[config.mk]
export PLATFORM = sky130hd
export DESIGN_NAME = event_sensor_byte_decoder_top
export DESIGN_NICKNAME = d
export VERILOG_FILES = /design/src/hdl/esbd_pkg.sv /design/src/hdl/esbd_framer.sv /design/src/hdl/esbd_accum.sv /design/src/hdl/event_sensor_byte_decoder_top.sv
export SDC_FILE = /design/constraint.sdc
export NUM_CORES = 1
export LEC_CHECK = 0
export BUFFER_PORTS_ARGS = -buffer_cell sky130_fd_sc_hd__buf_4
export CAP_MARGIN = 20
export CORE_MARGIN = 2
export CORE_UTILIZATION = 50
export CTS_BUF_LIST = sky130_fd_sc_hd__clkbuf_2
export DETAILED_ROUTE_END_ITERATION = 12
export PLACE_DENSITY = 0.8
export SLEW_MARGIN = 20
export SYNTH_ARGS = -nofsm -noshare
export SYNTH_HDL_FRONTEND = slang
export SYNTH_SLANG_ARGS = --single-unit
[constraint.sdc]
create_clock -name clk -period 3.8 [get_ports clk]
set_input_delay 0.38 -clock clk [delete_from_list [all_inputs] [get_ports clk]]
set_output_delay 0.38 -clock clk [all_outputs]
set_load 0.02 [all_outputs]
[src/hdl/esbd_pkg.sv]
// Shared types, constants and helpers for the event byte decoder
`timescale 1ns / 1ps
`default_nettype none

package esbd_pkg;

	typedef enum logic [1:0] {
		MODE_NONE = 2'd0,
		MODE_TS16 = 2'd1,
		MODE_TS24 = 2'd2,
		MODE_TS32 = 2'd3
	} stamp_mode_t;

	localparam stamp_mode_t MODE_RESET = MODE_TS24;

	localparam logic [7:0] HIGH_BIT = 8'h80;
	localparam logic [7:0] LOW_BITS = 8'h7F;

	// event on its way from the framer to the time accumulator
	typedef struct packed {
		logic [6:0]  x;
		logic [6:0]  y;
		logic        pol;
		logic [32:0] delta;
	} event_t;

	function automatic logic [2:0] stamp_bytes(stamp_mode_t m);
		logic [2:0] n;
		case (m)
			MODE_NONE: n = 3'd0;
			MODE_TS16: n = 3'd2;
			MODE_TS24: n = 3'd3;
			MODE_TS32: n = 3'd4;
			default:   n = 3'd0;
		endcase
		return n;
	endfunction

	function automatic logic [31:0] stamp_mask(stamp_mode_t m);
		logic [31:0] k;
		case (m)
			MODE_NONE: k = 32'h0000_0000;
			MODE_TS16: k = 32'h0000_FFFF;
			MODE_TS24: k = 32'h00FF_FFFF;
			MODE_TS32: k = 32'hFFFF_FFFF;
			default:   k = 32'h0000_0000;
		endcase
		return k;
	endfunction

endpackage

`default_nettype wire

[src/hdl/esbd_framer.sv]
// Byte framer: tracks position in the event, gathers the stamp, computes the time delta
`timescale 1ns / 1ps
`default_nettype none

module esbd_framer (
	input  wire logic                clk,
	input  wire logic                arst_n,
	input  wire esbd_pkg::stamp_mode_t mode,
	input  wire logic                byte_valid_s1,
	input  wire logic [7:0]          link_byte_s1,
	output logic                     consume,
	input  wire logic                ev_take,
	output logic                     ev_valid_s2,
	output esbd_pkg::event_t         ev_s2
);
	import esbd_pkg::*;

	logic [2:0]  pos_q;
	logic [2:0]  pos_d;
	logic [2:0]  pos_inc;
	logic [2:0]  total;
	logic [6:0]  row_q;
	logic [6:0]  row_d;
	logic [7:0]  col_q;
	logic [7:0]  col_d;
	logic [31:0] gather_q;
	logic [31:0] gather_d;
	logic [31:0] prev_q;
	logic [31:0] stamp;
	logic [32:0] delta;
	logic        done;
	logic        s2_free;
	logic        fire;

	assign total = 3'd2 + stamp_bytes(mode);

	always_comb begin
		pos_d    = pos_q;
		row_d    = row_q;
		col_d    = col_q;
		gather_d = gather_q;
		done     = 1'b0;
		pos_inc  = pos_q + 3'd1;
		if (pos_q == 3'd0) begin
			// high bit set while waiting for a row byte: drop it to resync
			if ((link_byte_s1 & HIGH_BIT) == 8'h00) begin
				row_d = 7'(link_byte_s1 & LOW_BITS);
				pos_d = 3'd1;
			end
		end else begin
			if (pos_q == 3'd1) begin
				col_d    = link_byte_s1;
				gather_d = '0;
			end else begin
				gather_d = {gather_q[23:0], link_byte_s1};
			end
			// >= covers a mode change that shortened the current event
			if (pos_inc >= total) begin
				done  = 1'b1;
				pos_d = 3'd0;
			end else begin
				pos_d = pos_inc;
			end
		end
		stamp = gather_d & stamp_mask(mode);
		delta = (stamp > prev_q) ? {1'b0, stamp - prev_q} : {stamp, 1'b0};
	end

	assign s2_free = !ev_valid_s2 || ev_take;
	assign consume = byte_valid_s1 && (!done || s2_free);
	assign fire    = consume;

	always_ff @(posedge clk or negedge arst_n) begin
		if (!arst_n) begin
			pos_q       <= 3'd0;
			prev_q      <= '0;
			ev_valid_s2 <= 1'b0;
		end else begin
			if (fire) begin
				pos_q <= pos_d;
				if (done) begin
					prev_q <= stamp;
				end
			end
			if (fire && done) begin
				ev_valid_s2 <= 1'b1;
			end else if (ev_take) begin
				ev_valid_s2 <= 1'b0;
			end
		end
	end

	always_ff @(posedge clk) begin
		if (fire) begin
			row_q    <= row_d;
			col_q    <= col_d;
			gather_q <= gather_d;
		end
		if (fire && done) begin
			ev_s2.x     <= col_d[6:0];
			ev_s2.y     <= row_q;
			ev_s2.pol   <= col_d[7];
			ev_s2.delta <= delta;
		end
	end

endmodule

`default_nettype wire

[src/hdl/esbd_accum.sv]
// Running time accumulator and output register
`timescale 1ns / 1ps
`default_nettype none

module esbd_accum (
	input  wire logic             clk,
	input  wire logic             arst_n,
	input  wire logic             ev_valid_s2,
	input  wire esbd_pkg::event_t ev_s2,
	output logic                  ev_take,
	input  wire logic             event_stall,
	output logic                  event_valid,
	output logic [6:0]            event_x,
	output logic [6:0]            event_y,
	output logic                  polarity,
	output logic [63:0]           event_time
);
	import esbd_pkg::*;

	logic        out_valid_q;
	logic [63:0] rt_q;
	logic [63:0] rt_d;
	logic [6:0]  x_q;
	logic [6:0]  y_q;
	logic        pol_q;

	assign ev_take = ev_valid_s2 && (!out_valid_q || !event_stall);

	// zero time (first event, or after a wrap) restarts at one
	assign rt_d = (rt_q == 64'd0) ? 64'd1 : rt_q + {31'd0, ev_s2.delta};

	always_ff @(posedge clk or negedge arst_n) begin
		if (!arst_n) begin
			out_valid_q <= 1'b0;
			rt_q        <= '0;
		end else begin
			if (ev_take) begin
				out_valid_q <= 1'b1;
				rt_q        <= rt_d;
			end else if (!event_stall) begin
				out_valid_q <= 1'b0;
			end
		end
	end

	always_ff @(posedge clk) begin
		if (ev_take) begin
			x_q   <= ev_s2.x;
			y_q   <= ev_s2.y;
			pol_q <= ev_s2.pol;
		end
	end

	assign event_valid = out_valid_q;
	assign event_x     = x_q;
	assign event_y     = y_q;
	assign polarity    = pol_q;
	assign event_time  = rt_q;

endmodule

`default_nettype wire

[src/hdl/event_sensor_byte_decoder_top.sv]
// Event-camera link byte decoder: top level
//
// Link channel: link_valid / link_stall / link_byte. A byte is taken at an
// edge with link_valid high and link_stall low. One byte per cycle while link_stall is low.
// Event channel: event_valid / event_stall with event_x, event_y, polarity
// and event_time. A word is taken at an edge with event_valid high and
// event_stall low.
// Config channel: cfg_valid / cfg_ready with stamp_mode; cfg_ready is always
// high. Write it only while the decoder is idle.
// Path: the last byte of an event is held in the input register, then in the
// framer's event register, then in the output register that drives event_valid.
// Throughput: one byte per cycle while link_stall is low, set by the framer; at
// most one event per two bytes.
// Stall: the input register, the framer's event register and the output
// register form a three-deep pipe; link_stall rises only when a finished
// event cannot move because all later stages are full and event_stall is high.
// Reset: clears framing, running time and last stamp; stamp_mode returns to
// 24-bit stamps.
`timescale 1ns / 1ps
`default_nettype none

module event_sensor_byte_decoder_top (
	input  wire logic        clk,
	input  wire logic        arst_n,
	input  wire logic        cfg_valid,
	output logic             cfg_ready,
	input  wire logic [1:0]  stamp_mode,
	input  wire logic        link_valid,
	output logic             link_stall,
	input  wire logic [7:0]  link_byte,
	output logic             event_valid,
	input  wire logic        event_stall,
	output logic [6:0]       event_x,
	output logic [6:0]       event_y,
	output logic             polarity,
	output logic [63:0]      event_time
);
	import esbd_pkg::*;

	stamp_mode_t mode_q;
	logic        byte_valid_s1;
	logic [7:0]  link_byte_s1;
	logic        consume;
	logic        ev_take;
	logic        ev_valid_s2;
	event_t      ev_s2;

	assign cfg_ready = 1'b1;

	always_ff @(posedge clk or negedge arst_n) begin
		if (!arst_n) begin
			mode_q <= MODE_RESET;
		end else if (cfg_valid && cfg_ready) begin
			mode_q <= stamp_mode_t'(stamp_mode);
		end
	end

	assign link_stall = byte_valid_s1 && !consume;

	always_ff @(posedge clk or negedge arst_n) begin
		if (!arst_n) begin
			byte_valid_s1 <= 1'b0;
		end else if (!link_stall) begin
			byte_valid_s1 <= link_valid;
		end
	end

	always_ff @(posedge clk) begin
		if (link_valid && !link_stall) begin
			link_byte_s1 <= link_byte;
		end
	end

	esbd_framer u_framer (
		.clk           (clk),
		.arst_n        (arst_n),
		.mode          (mode_q),
		.byte_valid_s1 (byte_valid_s1),
		.link_byte_s1  (link_byte_s1),
		.consume       (consume),
		.ev_take       (ev_take),
		.ev_valid_s2   (ev_valid_s2),
		.ev_s2         (ev_s2)
	);

	esbd_accum u_accum (
		.clk         (clk),
		.arst_n      (arst_n),
		.ev_valid_s2 (ev_valid_s2),
		.ev_s2       (ev_s2),
		.ev_take     (ev_take),
		.event_stall (event_stall),
		.event_valid (event_valid),
		.event_x     (event_x),
		.event_y     (event_y),
		.polarity    (polarity),
		.event_time  (event_time)
	);

endmodule

`default_nettype wire

Word level (Yosys, flattened, before mapping)
Cells that the tools add are included.

storage, ports and cells
  register bits after elaboration = 222
  bits of input ports = 15
  output and inout bits = 82
  word-level logic and storage cells = 72

cells by class
  $add $sub $neg = 4
  order comparisons = 2
  equality and inequality tests = 6
  mux-type cells = 17
  bitwise logic cells = 1
  reduce and logical (&&, ||, !) cells = 22

operators with widths
  operator                                       count
  case mux 32 bit (4 select lines)               1
  two-way mux 32 bit                             3
  adder 64 x 33 -> 64 bit                        1
  zero test 64 bit                               1
  two-way mux 64 bit                             1
  bitwise AND 32 bit                             1
  greater-than comparator 32 bit                 1
  subtractor 32 bit                              1
  two-way mux 8 bit                              2
  case mux 3 bit (4 select lines)                1
  two-way mux 3 bit                              3
  zero test 8 bit                                1
  zero test 1 bit                                6
  two-way mux 1 bit                              6
  logical AND 1 bit                              5
  == test 2 bit, second input constant           2
  AND reduction 2 bit                            2
  adder 2 x 3 -> 3 bit, first input constant     1
  adder 3 x 1 -> 3 bit, second input constant    1
  == test 3 x 1 -> 1 bit, second input constant  1
  >= comparator 3 bit                            1
  zero test 3 bit                                1
  logical OR 1 bit                               3
  AND reduction 3 bit                            1
  5 further kinds                                5

Depth between registers and ports, before layout
  depth after elaboration = 13
  mapped depth = 20
  depth with buffers taken out = 16

Modules after synthesis
From an unflattened synthesis, not the netlist that was laid out.

second synthesis, totals
  cell total of the unflattened synthesis = 1251
  area total of the unflattened synthesis = 12953.7 sq um

by module, submodules not included
  module                         instances  cells an instance  area an instance (sq um)  seq. area each (sq um)
  esbd_framer                    1          674                7310.8                    3753.6
  esbd_accum                     1          558                5270.1                    2077.0
  event_sensor_byte_decoder_top  1          19                 372.9                     316.6

Worst setup path before layout
Ideal clock, no wire load.

  kind = reg-to-reg
  from = register u_framer.pos_q[0]
  to = register, netlist name u_framer.ev_s2[16]
  setup time = 0.260 ns
  arrival = 3.928 ns
  data required time = 3.540 ns
  path slack = -0.387 ns
  stages on the path, launching flop included = 18
  buffers on the path = 3
  period minus slack after synthesis = 4.187 ns
  path through = dfrtp_1 inv_1 ha_1 nor3b_1 clkbuf_1 a21oi_1 nor2b_1 ha_1 o21a_1 o31a_1 o221ai_2 a21oi_1 or2_1 a211oi_1 or2_1 buf_4 buf_6 mux2_2

on the way
  word-level cells in the longest chain between the ends = 6
  elaborated cells between the ends (all ways) = 8
  those cells by class = 1 x add/sub; 1 x order compare; 1 x eq/ne; 3 x mux; 1 x bitwise; 1 x reduce/logical

RTL lines
  item                                                                        line               source
  start: declaration                                                          esbd_framer.sv:18  logic [2:0] pos_q;
  start signal: assignment                                                    esbd_framer.sv:80  pos_q <= pos_d;
  == test 3 x 1 -> 1 bit                                                      esbd_framer.sv:51  if (pos_q == 3'd1) begin
  two-way mux 32 bit                                                          esbd_framer.sv:51
  two-way mux 32 bit *                                                        esbd_framer.sv:44  if (pos_q == 3'd0) begin
  net u_framer.gather_d[3]                                                    esbd_framer.sv:27  logic [31:0] gather_d;
  bitwise AND 32 bit *                                                        esbd_framer.sv:65  stamp = gather_d & stamp_mask(mode);
  net u_framer.stamp[3]                                                       esbd_framer.sv:29  logic [31:0] stamp;
  subtractor 32 bit / greater-than comparator 32 bit (equally long branches)  esbd_framer.sv:66  delta = (stamp > prev_q) ? {1'b0, stamp - prev_q} : {stamp, 1'b0};
  two-way mux 32 bit *                                                        esbd_framer.sv:66
  net u_framer.delta[16]                                                      esbd_framer.sv:30  logic [32:0] delta;

The timed path passes the listed nets; every way through them passes the cells marked *.
A chain may end at the register's enable or synchronous reset.

Worst setup path in the final report
  from = register u_framer.pos_q[0]
  to = register, netlist name u_framer.ev_s2[24]

on the way
  word-level cells in the longest chain between the ends = 6
  elaborated cells between the ends (all ways) = 8
  those cells by class = 1 x add/sub; 1 x order compare; 1 x eq/ne; 3 x mux; 1 x bitwise; 1 x reduce/logical

RTL lines
  item                                                                        line
  == test 3 x 1 -> 1 bit                                                      esbd_framer.sv:51
  two-way mux 32 bit                                                          esbd_framer.sv:51
  two-way mux 32 bit *                                                        esbd_framer.sv:44
  net u_framer.gather_d[0]                                                    esbd_framer.sv:27
  bitwise AND 32 bit *                                                        esbd_framer.sv:65
  subtractor 32 bit / greater-than comparator 32 bit (equally long branches)  esbd_framer.sv:66
  two-way mux 32 bit *                                                        esbd_framer.sv:66
  net u_framer.delta[24]                                                      esbd_framer.sv:30

Marks and branches as above.

==> metrics.md <==
| Metric | Value |
|---|---|
| Status | `finished, violations left` |
| Failing checks | `setup timing` |
| CP Data Required Time | `4.42 ns` |
| Core ar. | `25,840 um2` |
| R2R setup slack | `-0.08 ns` |
| Final worst slack | `-0.07899 ns` |
| Setup crit start | `u_framer.pos_q[0]$_DFFE_PN0P_` |
| Synth warn | `0` |
| Worst slew pin tran | `0.7037 ns` |
| Reg clk slew, reported paths | `0.11 ns` |
| Reg-to-Reg Start | `u_framer.pos_q[0]$_DFFE_PN0P_` |
| WL/cell | `17.43 um` |
| Rel. slew slack | `0.5309` |
| Max-Cap Viols | `0` |
| Nature of the critical path startpoint | `flop` |
| Residual DRC | `0` |
| Clock root cell | `clkbuf_2` |
| First-pass GRT wire length | `54.05 mm` |
| Clk sink count | `222` |
| Die area | `27,330 um2` |
| GRT Overall Usage | `0.2472` |
| Setup Skew | `0.08630 ns` |
| Setup-failing EPs final | `19` |
| Chip height | `165.3 um` |
| Post-route ant nets | `0` |
| Setup CP Type | `flop to flop` |
| Area contributors post-synth | `edfxtp_1, dfrtp_1, ha_1` |
| Cell taking the most area after synthesis | `edfxtp_1` |
| Routability congestion estimate | `0.9536` |
| Layout area overhead | `23.50%` |
| Unrepaired setup endpoints after global routing | `true` |
| Synth Net Count | `1,365` |
| CTS tree | `yes` |
| Final hold violations | `0` |
| Initial core utilization | `0.5037` |
| Fraction of layout cells with a size suffix above 1 | `0.2926` |
| Fin crit share | `1.021` |
| Syn Area/Cell | `10.22 um2` |
| Detail Placement HPWL | `24.27 mm` |
| Vias in the first global route | `10,788` |
| Top cell type's share of synthesized area | `0.2723` |
| Final Util | `0.6220` |
| Cell Area, Synth | `13,010 um2` |
| Synth unique cells | `77` |
| Die width | `165.3 um` |
| Cell Chain, Critical Path | `buf_4 > ha_2 > nor3b_4 > buf_6 > a21oi_2 > nand2b_1 > ha_2 > fa_2 > nor2b_2 > o31a_1 > o221ai_4 > buf_4 > a211o_1 > a31oi_2 > a21oi_1 > xnor2_1 > mux2_2` |
| CTS Buf Count | `59` |
| CTS H-tree lvls | `2` |
| FMAX | `257.8 MHz` |
| Async SR Flop Fraction | `0.4685` |
| Reg2reg end | `u_framer.ev_s2[24]$_DFFE_PP_` |
| Initial DRC Count | `919` |
| Crit-path max FO | `6` |
| End of the critical path | `u_framer.ev_s2[24]$_DFFE_PP_` |
| Vias per Instance | `5.690` |
| Number of synthesized flops with an enable pin | `118` |
| Longest Clk Path Bufs | `3` |
| Setup crit end kind | `flop` |
| Via count | `10,897` |
| Commonest non-fill, non-tap cells in the layout | `buf_4, nand2_1, edfxtp_1, dfrtp_1, a21oi_1` |
| I/O pin cnt | `97` |
| Sequential share of the synthesized area | `0.4724` |
| FP Rows | `59` |
| Yosys reg bits | `222` |
| Total wire length | `33.38 mm` |
| Worst skew pair latency | `0.90 ns` |
| Main synth FF type | `edfxtp_1` |
| Fin nets | `1,620` |
| Final Max Tran Viols | `0` |
| Crit path DAT | `4.50 ns` |
| # port buffers | `95` |
| Synth Instances | `1,273` |
| Worst min path class | `input port to asynchronous set/reset pin` |
| Congestion Overflow GR | `0` |
| Largest net degree at the start of global routing | `57` |
| Slowest cell on crit path | `dfrtp_1` |
| Commonest non-fill, non-tap cell in the layout | `buf_4` |
| CP peak stage delay | `0.41 ns` |
| Drt pass-1 iters | `5` |
| Initial antenna violation count | `1` |
| Tmin final | `3.879 ns` |
| Worst reg2reg path depth | `17` |
==> layout make-up <==
type / instances / area (um2)
fill: 2075 / 9766
multi-input combinational: 934 / 6673
sequential: 222 / 6148
timing repair buffer: 246 / 1974
tap: 335 / 419.2
clock buffer: 79 / 395.4
inverter: 65 / 244.0
clock inverter: 33 / 215.2
antenna: 1 / 2.502
==> synth_stat cells (6+ instances only) <==
| cell type | number |
|---|---|
| nand2_1 | 163 |
| edfxtp_1 | 118 |
| dfrtp_1 | 103 |
| a21oi_1 | 92 |
| o21ai_0 | 76 |
| ha_1 | 75 |
| inv_1 | 65 |
| mux2_2 | 51 |
| nor2_1 | 50 |
| xnor2_1 | 44 |
| clkbuf_1 | 37 |
| xor2_1 | 33 |
| nor2b_1 | 32 |
| a22o_1 | 26 |
| nand3_1 | 26 |
| nor3_1 | 24 |
| a21o_1 | 23 |
| nand4_1 | 22 |
| nor4_1 | 19 |
| and3_1 | 17 |
| a211oi_1 | 16 |
| o21bai_1 | 14 |
| o21a_1 | 12 |
| and2_1 | 10 |
| a31oi_1 | 9 |
| nand2b_1 | 9 |
| o31ai_1 | 9 |
| buf_2 | 7 |
| or3_1 | 6 |
==> worst max-delay path, delay by kind of cell (launching register included) <==
family / cells / cell delay [ns]
compound gates: 6 / 1.14
fa+ha+maj: 3 / 0.76
buf+inv: 3 / 0.47
simple gates: 3 / 0.44
flops: 1 / 0.41
mux: 1 / 0.26
xor+xnor: 1 / 0.12
==> repair_timing <==
item | 4_1_cts | 5_1_grt
pin swaps | 9 | 4
cloned | 2 | 0
resized for setup | 28 | 51
hold buffers | 14 | 0
endpoints found under the setup margin | 31 | 33
hold endpoints to repair | 94 | 0
setup buffers | 2 | 1
==> worst min path at each step <==
stage          depth (start not counted)                                 end                         start
2_1_floorplan                          0           byte_valid_s1$_DFFE_PN0N_                        arst_n
3_3_place_gp                           0        u_accum.event_y[0]$_DFFE_PP_  u_framer.ev_s2[34]$_DFFE_PP_
3_5_place_dp                           0        u_accum.event_x[1]$_DFFE_PP_  u_framer.ev_s2[42]$_DFFE_PP_
4_1_cts                                2   u_accum.event_time[9]$_DFFE_PN0P_                        arst_n
5_1_grt                                2   u_accum.event_time[9]$_DFFE_PN0P_                        arst_n
6_report                               2  u_accum.event_time[61]$_DFFE_PN0P_                        arst_n
==> sequential cells by signal, summed over array words and instances, names as in the netlist <==
| signal | flops |
|---|---|
| byte_valid_s1 | 1 |
| link_byte_s1 | 8 |
| mode_q | 2 |
| u_accum.event_time | 64 |
| u_accum.event_valid | 1 |
| u_accum.event_x | 7 |
| u_accum.event_y | 7 |
| u_accum.polarity | 1 |
| u_framer.col_q | 8 |
| u_framer.ev_s2 | 48 |
| u_framer.ev_valid_s2 | 1 |
| u_framer.gather_q | 32 |
| u_framer.pos_q | 3 |
| u_framer.prev_q | 32 |
| u_framer.row_q | 7 |
==> logic make-up (layout without fill, tap and decap cells) <==
group | after synthesis | after routing | synth area share
and+or+nand+nor | 397 | 397 | 0.1494
AOI/OAI and AO/OA | 325 | 325 | 0.1658
DFF | 222 | 222 | 0.4724
buffers and inverters | 117 | 423 | 0.03634
adders and majority gates | 77 | 77 | 0.07519
xor gates and xnor gates | 77 | 77 | 0.05182
muxes | 57 | 57 | 0.04884
other | 1 | 2 | 0.0002882
==> metrics by stage <==
stage	setup WS (ns)	TNS (ns)	hold slack [ns]	instance area [um2]	cells
3_3_place_gp	-0.07777	-1.462	0.4036	14990	1783
6_report	-0.07899	-0.5323	0.06673	16070	1915
5_1_grt	-0.1991	-3.585	0.07954	16070	1915
4_1_cts	-0.02833	-0.1313	0.006484	15900	1913
3_5_place_dp	-0.2484	-5.769	0.4056	14990	1783
2_1_floorplan	0.003108	0	0.08441	13060	1273
==> metal layers <==
metal,vias to the layer above,share of wire,track usage
li1,5213,-,-
met1,5245,0.43,0.3186
met2,372,0.49,0.4269
met3,67,0.060,0.03996
met4,0,0.026,0.07994
met5,-,0,0
Power is left out: the tool's default activity adds up to more than one toggle a clock period on the data nets, which glitch-free logic cannot reach.
